[src/hdl/rta_pkg.sv]
// shared types, constants and prime table for the rational time add/subtract core
`default_nettype none
package rta_pkg;
  localparam int WORD_WIDTH = 32;
  localparam int DIGIT_WIDTH = 4;
  localparam int PRIME_COUNT = 256;
  localparam int PRIME_WIDTH = 11;
  localparam int PIDX_WIDTH = 8;

  typedef logic [WORD_WIDTH-1:0] word_t;
  typedef logic [DIGIT_WIDTH-1:0] digit_t;
  typedef logic [PRIME_WIDTH-1:0] prime_t;

  localparam logic FUNC_ADD = 1'b0;
  localparam logic FUNC_SUB = 1'b1;

  function automatic prime_t prime_at(input logic [PIDX_WIDTH-1:0] idx);
    prime_t p;
    case (idx)
      8'd0: p = 11'd2; 8'd1: p = 11'd3; 8'd2: p = 11'd5; 8'd3: p = 11'd7;
      8'd4: p = 11'd11; 8'd5: p = 11'd13; 8'd6: p = 11'd17; 8'd7: p = 11'd19;
      8'd8: p = 11'd23; 8'd9: p = 11'd29; 8'd10: p = 11'd31; 8'd11: p = 11'd37;
      8'd12: p = 11'd41; 8'd13: p = 11'd43; 8'd14: p = 11'd47; 8'd15: p = 11'd53;
      8'd16: p = 11'd59; 8'd17: p = 11'd61; 8'd18: p = 11'd67; 8'd19: p = 11'd71;
      8'd20: p = 11'd73; 8'd21: p = 11'd79; 8'd22: p = 11'd83; 8'd23: p = 11'd89;
      8'd24: p = 11'd97; 8'd25: p = 11'd101; 8'd26: p = 11'd103; 8'd27: p = 11'd107;
      8'd28: p = 11'd109; 8'd29: p = 11'd113; 8'd30: p = 11'd127; 8'd31: p = 11'd131;
      8'd32: p = 11'd137; 8'd33: p = 11'd139; 8'd34: p = 11'd149; 8'd35: p = 11'd151;
      8'd36: p = 11'd157; 8'd37: p = 11'd163; 8'd38: p = 11'd167; 8'd39: p = 11'd173;
      8'd40: p = 11'd179; 8'd41: p = 11'd181; 8'd42: p = 11'd191; 8'd43: p = 11'd193;
      8'd44: p = 11'd197; 8'd45: p = 11'd199; 8'd46: p = 11'd211; 8'd47: p = 11'd223;
      8'd48: p = 11'd227; 8'd49: p = 11'd229; 8'd50: p = 11'd233; 8'd51: p = 11'd239;
      8'd52: p = 11'd241; 8'd53: p = 11'd251; 8'd54: p = 11'd257; 8'd55: p = 11'd263;
      8'd56: p = 11'd269; 8'd57: p = 11'd271; 8'd58: p = 11'd277; 8'd59: p = 11'd281;
      8'd60: p = 11'd283; 8'd61: p = 11'd293; 8'd62: p = 11'd307; 8'd63: p = 11'd311;
      8'd64: p = 11'd313; 8'd65: p = 11'd317; 8'd66: p = 11'd331; 8'd67: p = 11'd337;
      8'd68: p = 11'd347; 8'd69: p = 11'd349; 8'd70: p = 11'd353; 8'd71: p = 11'd359;
      8'd72: p = 11'd367; 8'd73: p = 11'd373; 8'd74: p = 11'd379; 8'd75: p = 11'd383;
      8'd76: p = 11'd389; 8'd77: p = 11'd397; 8'd78: p = 11'd401; 8'd79: p = 11'd409;
      8'd80: p = 11'd419; 8'd81: p = 11'd421; 8'd82: p = 11'd431; 8'd83: p = 11'd433;
      8'd84: p = 11'd439; 8'd85: p = 11'd443; 8'd86: p = 11'd449; 8'd87: p = 11'd457;
      8'd88: p = 11'd461; 8'd89: p = 11'd463; 8'd90: p = 11'd467; 8'd91: p = 11'd479;
      8'd92: p = 11'd487; 8'd93: p = 11'd491; 8'd94: p = 11'd499; 8'd95: p = 11'd503;
      8'd96: p = 11'd509; 8'd97: p = 11'd521; 8'd98: p = 11'd523; 8'd99: p = 11'd541;
      8'd100: p = 11'd547; 8'd101: p = 11'd557; 8'd102: p = 11'd563; 8'd103: p = 11'd569;
      8'd104: p = 11'd571; 8'd105: p = 11'd577; 8'd106: p = 11'd587; 8'd107: p = 11'd593;
      8'd108: p = 11'd599; 8'd109: p = 11'd601; 8'd110: p = 11'd607; 8'd111: p = 11'd613;
      8'd112: p = 11'd617; 8'd113: p = 11'd619; 8'd114: p = 11'd631; 8'd115: p = 11'd641;
      8'd116: p = 11'd643; 8'd117: p = 11'd647; 8'd118: p = 11'd653; 8'd119: p = 11'd659;
      8'd120: p = 11'd661; 8'd121: p = 11'd673; 8'd122: p = 11'd677; 8'd123: p = 11'd683;
      8'd124: p = 11'd691; 8'd125: p = 11'd701; 8'd126: p = 11'd709; 8'd127: p = 11'd719;
      8'd128: p = 11'd727; 8'd129: p = 11'd733; 8'd130: p = 11'd739; 8'd131: p = 11'd743;
      8'd132: p = 11'd751; 8'd133: p = 11'd757; 8'd134: p = 11'd761; 8'd135: p = 11'd769;
      8'd136: p = 11'd773; 8'd137: p = 11'd787; 8'd138: p = 11'd797; 8'd139: p = 11'd809;
      8'd140: p = 11'd811; 8'd141: p = 11'd821; 8'd142: p = 11'd823; 8'd143: p = 11'd827;
      8'd144: p = 11'd829; 8'd145: p = 11'd839; 8'd146: p = 11'd853; 8'd147: p = 11'd857;
      8'd148: p = 11'd859; 8'd149: p = 11'd863; 8'd150: p = 11'd877; 8'd151: p = 11'd881;
      8'd152: p = 11'd883; 8'd153: p = 11'd887; 8'd154: p = 11'd907; 8'd155: p = 11'd911;
      8'd156: p = 11'd919; 8'd157: p = 11'd929; 8'd158: p = 11'd937; 8'd159: p = 11'd941;
      8'd160: p = 11'd947; 8'd161: p = 11'd953; 8'd162: p = 11'd967; 8'd163: p = 11'd971;
      8'd164: p = 11'd977; 8'd165: p = 11'd983; 8'd166: p = 11'd991; 8'd167: p = 11'd997;
      8'd168: p = 11'd1009; 8'd169: p = 11'd1013; 8'd170: p = 11'd1019; 8'd171: p = 11'd1021;
      8'd172: p = 11'd1031; 8'd173: p = 11'd1033; 8'd174: p = 11'd1039; 8'd175: p = 11'd1049;
      8'd176: p = 11'd1051; 8'd177: p = 11'd1061; 8'd178: p = 11'd1063; 8'd179: p = 11'd1069;
      8'd180: p = 11'd1087; 8'd181: p = 11'd1091; 8'd182: p = 11'd1093; 8'd183: p = 11'd1097;
      8'd184: p = 11'd1103; 8'd185: p = 11'd1109; 8'd186: p = 11'd1117; 8'd187: p = 11'd1123;
      8'd188: p = 11'd1129; 8'd189: p = 11'd1151; 8'd190: p = 11'd1153; 8'd191: p = 11'd1163;
      8'd192: p = 11'd1171; 8'd193: p = 11'd1181; 8'd194: p = 11'd1187; 8'd195: p = 11'd1193;
      8'd196: p = 11'd1201; 8'd197: p = 11'd1213; 8'd198: p = 11'd1217; 8'd199: p = 11'd1223;
      8'd200: p = 11'd1229; 8'd201: p = 11'd1231; 8'd202: p = 11'd1237; 8'd203: p = 11'd1249;
      8'd204: p = 11'd1259; 8'd205: p = 11'd1277; 8'd206: p = 11'd1279; 8'd207: p = 11'd1283;
      8'd208: p = 11'd1289; 8'd209: p = 11'd1291; 8'd210: p = 11'd1297; 8'd211: p = 11'd1301;
      8'd212: p = 11'd1303; 8'd213: p = 11'd1307; 8'd214: p = 11'd1319; 8'd215: p = 11'd1321;
      8'd216: p = 11'd1327; 8'd217: p = 11'd1361; 8'd218: p = 11'd1367; 8'd219: p = 11'd1373;
      8'd220: p = 11'd1381; 8'd221: p = 11'd1399; 8'd222: p = 11'd1409; 8'd223: p = 11'd1423;
      8'd224: p = 11'd1427; 8'd225: p = 11'd1429; 8'd226: p = 11'd1433; 8'd227: p = 11'd1439;
      8'd228: p = 11'd1447; 8'd229: p = 11'd1451; 8'd230: p = 11'd1453; 8'd231: p = 11'd1459;
      8'd232: p = 11'd1471; 8'd233: p = 11'd1481; 8'd234: p = 11'd1483; 8'd235: p = 11'd1487;
      8'd236: p = 11'd1489; 8'd237: p = 11'd1493; 8'd238: p = 11'd1499; 8'd239: p = 11'd1511;
      8'd240: p = 11'd1523; 8'd241: p = 11'd1531; 8'd242: p = 11'd1543; 8'd243: p = 11'd1549;
      8'd244: p = 11'd1553; 8'd245: p = 11'd1559; 8'd246: p = 11'd1567; 8'd247: p = 11'd1571;
      8'd248: p = 11'd1579; 8'd249: p = 11'd1583; 8'd250: p = 11'd1597; 8'd251: p = 11'd1601;
      8'd252: p = 11'd1607; 8'd253: p = 11'd1609; 8'd254: p = 11'd1613; 8'd255: p = 11'd1619;
      default: p = 11'd2;
    endcase
    return p;
  endfunction
endpackage
`default_nettype wire

[src/hdl/rational_time_add_subtract_core.sv]
// top level of the rational time add/subtract core with prime reduction
//
// channel  | handshake             | fields
// input    | start high, busy low  | func, a_*, b_*
// result   | done strobe, 1 cycle  | sum_value, sum_value_digits, sum_rate, sum_rate_digits
//
// a zero-value item goes straight to done; an equal-rate item only aligns digits by x10 and adds
// a general item folds digits by repeated x10 (up to 60 steps), then runs three reductions
// each reduction divides the value by each prime in turn, and the rate too when the value
// divides, on the shared bit-serial divider, restarting the scan after each common factor
// rst clears the sequencer; busy stays high from accept until the done strobe
`default_nettype none
module rational_time_add_subtract_core (
  input  wire                  clk,
  input  wire                  rst,
  input  wire                  start,
  output logic                 busy,
  output logic                 done,
  input  wire                  func,
  input  wire  rta_pkg::word_t  a_value,
  input  wire  rta_pkg::digit_t a_value_digits,
  input  wire  rta_pkg::word_t  a_rate,
  input  wire  rta_pkg::digit_t a_rate_digits,
  input  wire  rta_pkg::word_t  b_value,
  input  wire  rta_pkg::digit_t b_value_digits,
  input  wire  rta_pkg::word_t  b_rate,
  input  wire  rta_pkg::digit_t b_rate_digits,
  output rta_pkg::word_t        sum_value,
  output rta_pkg::digit_t       sum_value_digits,
  output rta_pkg::word_t        sum_rate,
  output rta_pkg::digit_t       sum_rate_digits
);
  import rta_pkg::*;

  typedef enum logic [3:0] {
    S_IDLE, S_SCALE, S_RED_INIT, S_RED_TEST, S_RED_DIV, S_MUL, S_DONE
  } state_t;

  typedef enum logic [1:0] {SC_EQ, SC_GEN} scale_t;

  localparam int CNT_WIDTH = $clog2(WORD_WIDTH + 2);
  localparam int BIT_WIDTH = $clog2(WORD_WIDTH);
  localparam logic [CNT_WIDTH-1:0] DIV_STEPS = CNT_WIDTH'(WORD_WIDTH);

  state_t state;
  logic sub;
  word_t av, ar, bv, br;
  digit_t avd, ard, bvd, brd;
  scale_t smode;
  logic [1:0] sel;
  logic [1:0] red;
  logic [1:0] mstep;
  logic [DIGIT_WIDTH-1:0] cnt_digit;
  word_t m, r;
  logic neg;
  logic [PIDX_WIDTH-1:0] pidx;
  logic scan_end;
  word_t quo;
  logic [PRIME_WIDTH-1:0] rem;
  logic [CNT_WIDTH-1:0] bitc;
  logic dphase;
  word_t mq;
  logic mrem_zero;
  word_t mul_a, mul_b, mul_p, x;

  prime_t p;
  logic [PRIME_WIDTH:0] rem_sh;
  word_t div_src;
  logic [BIT_WIDTH-1:0] bit_idx;

  assign p = prime_at(pidx);
  assign div_src = dphase ? r : m;
  assign bit_idx = BIT_WIDTH'(WORD_WIDTH - 1) - bitc[BIT_WIDTH-1:0];
  assign rem_sh = {rem, div_src[bit_idx]};
  assign mul_p = mul_a * mul_b;

  always_ff @(posedge clk) begin
    if (rst) begin
      state <= S_IDLE;
      busy <= 1'b0;
      done <= 1'b0;
    end else begin
      done <= 1'b0;
      case (state)
        S_IDLE: begin
          if (start) begin
            busy <= 1'b1;
            sub <= func;
            av <= a_value; ar <= a_rate; bv <= b_value; br <= b_rate;
            avd <= a_value_digits; ard <= a_rate_digits;
            bvd <= b_value_digits; brd <= b_rate_digits;
            sel <= 2'd0;
            if (a_value == '0) begin
              sum_value <= (func == FUNC_SUB) ? word_t'(-b_value) : b_value;
              sum_value_digits <= b_value_digits;
              sum_rate <= b_rate; sum_rate_digits <= b_rate_digits;
              state <= S_DONE;
            end else if (b_value == '0) begin
              sum_value <= a_value; sum_value_digits <= a_value_digits;
              sum_rate <= a_rate; sum_rate_digits <= a_rate_digits;
              state <= S_DONE;
            end else if (a_rate == b_rate && a_rate_digits == b_rate_digits) begin
              smode <= SC_EQ;
              cnt_digit <= (a_value_digits < b_value_digits)
                           ? b_value_digits - a_value_digits
                           : a_value_digits - b_value_digits;
              sel <= (a_value_digits < b_value_digits) ? 2'd0 : 2'd2;
              state <= S_SCALE;
            end else begin
              smode <= SC_GEN;
              cnt_digit <= a_value_digits;
              state <= S_SCALE;
            end
          end
        end
        S_SCALE: begin
          // one x10 step per cycle; general order: ar, av, br, bv
          if (cnt_digit != '0) begin
            case (sel)
              2'd0: begin if (smode == SC_EQ) av <= word_t'(av * 10); else ar <= word_t'(ar * 10); end
              2'd1: av <= word_t'(av * 10);
              2'd2: begin if (smode == SC_EQ) bv <= word_t'(bv * 10); else br <= word_t'(br * 10); end
              default: bv <= word_t'(bv * 10);
            endcase
            cnt_digit <= cnt_digit - 1'b1;
          end else if (smode == SC_EQ) begin
            sum_value <= (sub == FUNC_SUB) ? word_t'(av - bv) : word_t'(av + bv);
            sum_value_digits <= (avd < bvd) ? bvd : avd;
            sum_rate <= ar; sum_rate_digits <= ard;
            state <= S_DONE;
          end else begin
            case (sel)
              2'd0: cnt_digit <= ard;
              2'd1: cnt_digit <= bvd;
              2'd2: cnt_digit <= brd;
              default: cnt_digit <= '0;
            endcase
            if (sel == 2'd3) begin
              red <= 2'd0;
              state <= S_RED_INIT;
            end
            sel <= sel + 1'b1;
          end
        end
        S_RED_INIT: begin
          case (red)
            2'd0: begin neg <= av[WORD_WIDTH-1]; m <= av[WORD_WIDTH-1] ? word_t'(-av) : av; r <= ar; end
            2'd1: begin neg <= bv[WORD_WIDTH-1]; m <= bv[WORD_WIDTH-1] ? word_t'(-bv) : bv; r <= br; end
            default: begin neg <= x[WORD_WIDTH-1]; m <= x[WORD_WIDTH-1] ? word_t'(-x) : x; r <= sum_rate; end
          endcase
          pidx <= '0; scan_end <= 1'b0;
          bitc <= '0; rem <= '0; dphase <= 1'b0;
          state <= S_RED_TEST;
        end
        S_RED_TEST: begin
          if (scan_end || (m == '0 && r == '0)) begin
            case (red)
              2'd0: begin av <= neg ? word_t'(-m) : m; ar <= r; red <= 2'd1; state <= S_RED_INIT; end
              2'd1: begin
                bv <= neg ? word_t'(-m) : m; br <= r;
                mstep <= 2'd0; state <= S_MUL;
              end
              default: begin
                sum_value <= neg ? word_t'(-m) : m; sum_rate <= r;
                sum_value_digits <= '0; sum_rate_digits <= '0;
                state <= S_DONE;
              end
            endcase
          end else begin
            state <= S_RED_DIV;
          end
        end
        S_RED_DIV: begin
          // restoring division, one quotient bit per cycle, m then r
          if (bitc != DIV_STEPS) begin
            if (rem_sh >= {1'b0, p}) begin
              rem <= PRIME_WIDTH'(rem_sh - {1'b0, p});
              quo <= {quo[WORD_WIDTH-2:0], 1'b1};
            end else begin
              rem <= rem_sh[PRIME_WIDTH-1:0];
              quo <= {quo[WORD_WIDTH-2:0], 1'b0};
            end
            bitc <= bitc + 1'b1;
          end else if (!dphase) begin
            mq <= quo; mrem_zero <= (rem == '0);
            bitc <= '0; rem <= '0;
            if (rem == '0) dphase <= 1'b1;
            else begin
              if (pidx == PIDX_WIDTH'(PRIME_COUNT-1)) scan_end <= 1'b1;
              pidx <= pidx + 1'b1;
              state <= S_RED_TEST;
            end
          end else begin
            dphase <= 1'b0; bitc <= '0; rem <= '0;
            if (mrem_zero && rem == '0) begin
              m <= mq; r <= quo; pidx <= '0;
            end else begin
              if (pidx == PIDX_WIDTH'(PRIME_COUNT-1)) scan_end <= 1'b1;
              pidx <= pidx + 1'b1;
            end
            state <= S_RED_TEST;
          end
        end
        S_MUL: begin
          // shared multiplier: rate product, cross products, combine
          case (mstep)
            2'd0: begin mul_a <= ar; mul_b <= br; end
            2'd1: begin sum_rate <= mul_p; mul_a <= av; mul_b <= br; end
            2'd2: begin x <= mul_p; mul_a <= bv; mul_b <= ar; end
            default: begin
              x <= (sub == FUNC_SUB) ? word_t'(x - mul_p) : word_t'(x + mul_p);
              red <= 2'd2;
              state <= S_RED_INIT;
            end
          endcase
          mstep <= mstep + 1'b1;
        end
        S_DONE: begin
          done <= 1'b1;
          busy <= 1'b0;
          state <= S_IDLE;
        end
        default: state <= S_IDLE;
      endcase
    end
  end

  a_done_pulse: assert property (@(posedge clk) disable iff (rst) done |=> !done)
    else $error("done held longer than one cycle");
  a_done_ends_busy: assert property (@(posedge clk) disable iff (rst) done |-> !busy)
    else $error("busy still high with done");
  a_accept_busy: assert property (@(posedge clk) disable iff (rst)
    (start && !busy) |=> busy)
    else $error("accepted transaction did not raise busy");
  a_done_from_busy: assert property (@(posedge clk) disable iff (rst)
    $rose(done) |-> $past(busy))
    else $error("done without a transaction in flight");
endmodule
`default_nettype wire

[config.mk]
export PLATFORM = sky130hd
export DESIGN_NAME = rational_time_add_subtract_core
export DESIGN_NICKNAME = d
export VERILOG_FILES = /design/src/hdl/rta_pkg.sv /design/src/hdl/rational_time_add_subtract_core.sv
export SDC_FILE = /design/constraint.sdc
export NUM_CORES = 2
export LEC_CHECK = 0
export BUFFER_PORTS_ARGS = -buffer_cell sky130_fd_sc_hd__buf_2
export CAP_MARGIN = 20
export CORE_ASPECT_RATIO = 0.6
export CORE_MARGIN = 8
export CORE_UTILIZATION = 60
export DETAILED_ROUTE_END_ITERATION = 10
export PLACE_DENSITY = 0.78
export SETUP_SLACK_MARGIN = 0.3
export SKIP_LAST_GASP = 1
export SLEW_MARGIN = 20
export SYNTH_ARGS = -nofsm -noshare
export SYNTH_HDL_FRONTEND = slang
export SYNTH_SLANG_ARGS = --single-unit
[constraint.sdc]
create_clock -name clk -period 14.7 [get_ports clk]
set_clock_uncertainty 0.2 [all_clocks]
set_input_delay 0.735 -clock clk [delete_from_list [all_inputs] [get_ports clk]]
set_output_delay 0.735 -clock clk [all_outputs]
set_load 0.005 [all_outputs]
==> results.py <==
metrics = {
    "cts": {
        "clock_latency_ns": 0.68,
        "post_cts_buffers": 0,
        "cts_max_level": 2,
        "clockBufferDepth": 3,
        "cts_resized": 0,
        "clkSinkCount": 497,
        "cts_made_buffers": 48,
        "cts_tree": "built",
        "cts-hold-fix-buffers": 0,
        "clk_pin_slew_ns": 0.08,
        "ctsRootBufferMaster": "clkbuf_16",
    },
    "outcome": {
        "outcome": "finished clean",
    },
    "place": {
        "pre_cts_ws_ns": 3.647,
        "routabilityCongestion": 1.029,
        "portBuffers": 221,
        "place_area_um2": 59080,
        "hpwl_mm": 158.0,
    },
    "timing": {
        "fin_crit_ns": 11.25,
        "setup_tns_ns": 0,
        "fmax_mhz": 88.88,
        "worst_slew_margin_rel_pct": 3.242,
        "rsz0062_at_grt": "false",
        "hold_viol": 0,
        "worst-slew-pin-transition_ns": 1.415,
        "setup_viol": 0,
        "period_share_pct": 76.54,
        "worst_slack_ns": 3.449,
        "drv_slew": 0,
    },
    "grt": {
        "gr-usage-all-layers_pct": 37.63,
        "grt_first_pass_wirelength_mm": 302.6,
        "grt_max_degree": 122,
        "grt_pass1_vias": 47400,
        "antenna_found_initial": 21,
        "grt-ovfl-total": 0,
    },
    "worst_setup_path": {
        "critPathTopFamily": "adder cells",
        "critPathMaxStageDelay_ns": 1.09,
        "worst-path-max-fanout": 25,
        "arrival_ns": 11.45,
        "crit_buf_inv": 2,
        "startpoint_type": "register",
        "critPathSlowestCell": "edfxtp_1",
        "worstSetupPathType": "register to register",
        "worst_ep_required_time_ns": 14.90,
        "crit_path_end_kind": "register",
        "cpMostUsedCell": "fa_1",
    },
    "route": {
        "final_antenna_net_count": 0,
        "vias": 50460,
        "via_per_inst": 6.659,
        "wirelength_mm": 204.4,
        "wire_per_inst_um": 26.98,
        "firstDrtPassIters": 8,
        "drc": 0,
        "drtIter0Drc": 8069,
    },
    "floorplan": {
        "die_h_um": 254.6,
        "ioPinCount": 222,
        "core-area_um2": 93940,
        "num_rows": 87,
        "dieArea_um2": 105300,
        "die_w_um": 413.6,
        "floorplan.initialDensity_pct": 60.58,
    },
    "layout": {
        "final_common_cell": "nand2_1",
        "final_cell_mix": "nand2_1 (657), inv_1 (531), edfxtp_1 (481)",
        "layout.nets": 7300,
        "area_delta_synth_final_pct": 6.890,
        "utilization_pct": 64.76,
        "final_area_um2": 60830,
        "drive_gt1_share_pct": 8.207,
    },
    "min_path": {
        "min_path_type": "input pin to register",
    },
    "logic_synthesis": {
        "syn_nets": 7289,
        "ys_seq_area_share_pct": 25.94,
        "synth_edf_count": 481,
        "ys_ff_latch": 497,
        "yosys_warnings": 0,
        "synth.distinct_cells": 102,
        "synth_flop_cell": "edfxtp_1",
        "ys_async_sr_fraction_pct": 0,
        "avgSynthCellArea_um2": 9.087,
        "synthCells": 6263,
        "syn_area_um2": 56910,
    },
    "flow_run": {
        "maxCapViolations": 0,
    },
}
==> layout make-up <==
class	instances	area, um^2
inverters	536	2012
repair buffers	297	1742
clock buffers	53	1220
well taps	1246	1559
diodes	19	47.55
fillers	7860	33110
flip-flops and latches	497	14770
clock inverters	35	427.9
multi-input cells	4894	39060
==> sequential cells by signal, summed over array words and instances (netlist names), 6 cells and up <==
register,cells
mul_a,32
m,32
sum_rate,32
av,32
x,32
p,11
ar,32
bitc,6
r,32
rem,11
mq,32
sum_value,32
pidx,8
quo,32
bv,32
mul_b,32
br,32
==> worst paths after layout <==
| path | depth (start not counted) | endpoint | slack [ns] | startpoint |
|---|---|---|---|---|
| setup / recovery | 35 | x[31] | 3.45 | mul_a[7] |
| hold / removal | 1 | bvd[3] | 0.07 | b_value_digits[3] |
| setup reg to reg | 35 | x[31] | 3.45 | mul_a[7] |
| hold reg to reg | 0 | mq[22] | 0.27 | quo[22] |
==> cells by family (layout without fill, tap and decap cells) <==
kind of cell,Yosys count,after routing,synth area share [%]
AO/OA/AOI/OAI,1490,1490,16.48
XOR/XNOR,495,495,7.618
adder cells (fa/ha/maj),878,878,24.80
buffers and inverters,872,921,5.819
flip-flops,497,497,25.94
multiplexers,189,189,3.907
other,0,19,0
AND/OR/NAND/NOR,1842,1842,15.44
==> cell usage after synthesis (25+ instances only) <==
master,n,share of area (%)
a211oi_1,59,0.78
a21o_1,73,0.96
a21oi_1,446,3.9
a22oi_1,49,0.65
a31oi_1,41,0.45
and2_1,307,3.4
buf_1,40,0.26
buf_2,28,0.25
clkbuf_1,267,1.8
edfxtp_1,481,25
fa_1,417,15
ha_1,461,10
inv_1,531,3.5
mux2_2,42,0.83
mux2i_1,125,2.2
nand2_1,659,4.3
nand2b_1,60,0.66
nand3_1,57,0.50
nand4_1,25,0.27
nor2_1,420,2.8
nor2b_1,32,0.35
nor3_1,96,0.84
nor4_1,46,0.51
o211ai_1,40,0.53
o21a_1,40,0.53
o21ai_0,411,3.6
o31ai_1,43,0.57
or3_1,36,0.40
xnor2_1,309,4.8
xor2_1,186,2.9
==> per-stage QoR <==
step | hold slack [ns] | instances
final | 0.07272 | 7577
after global routing | 0.06599 | 7570
after CTS | 0.05572 | 7555
after detailed placement | 0.2353 | 7467
after global placement | 0.2300 | 7467
after floorplan | 0.2262 | 6263
==> layer usage <==
metal	global-route usage, %	wire length (um)
met2	49.67	78360
met3	14.66	33780
met4	9.692	6245
met1	56.55	85650
met5	2.449	393
Power is left out: the tool's default activity adds up to more than one toggle a clock period on the data nets, which glitch-free logic cannot reach.
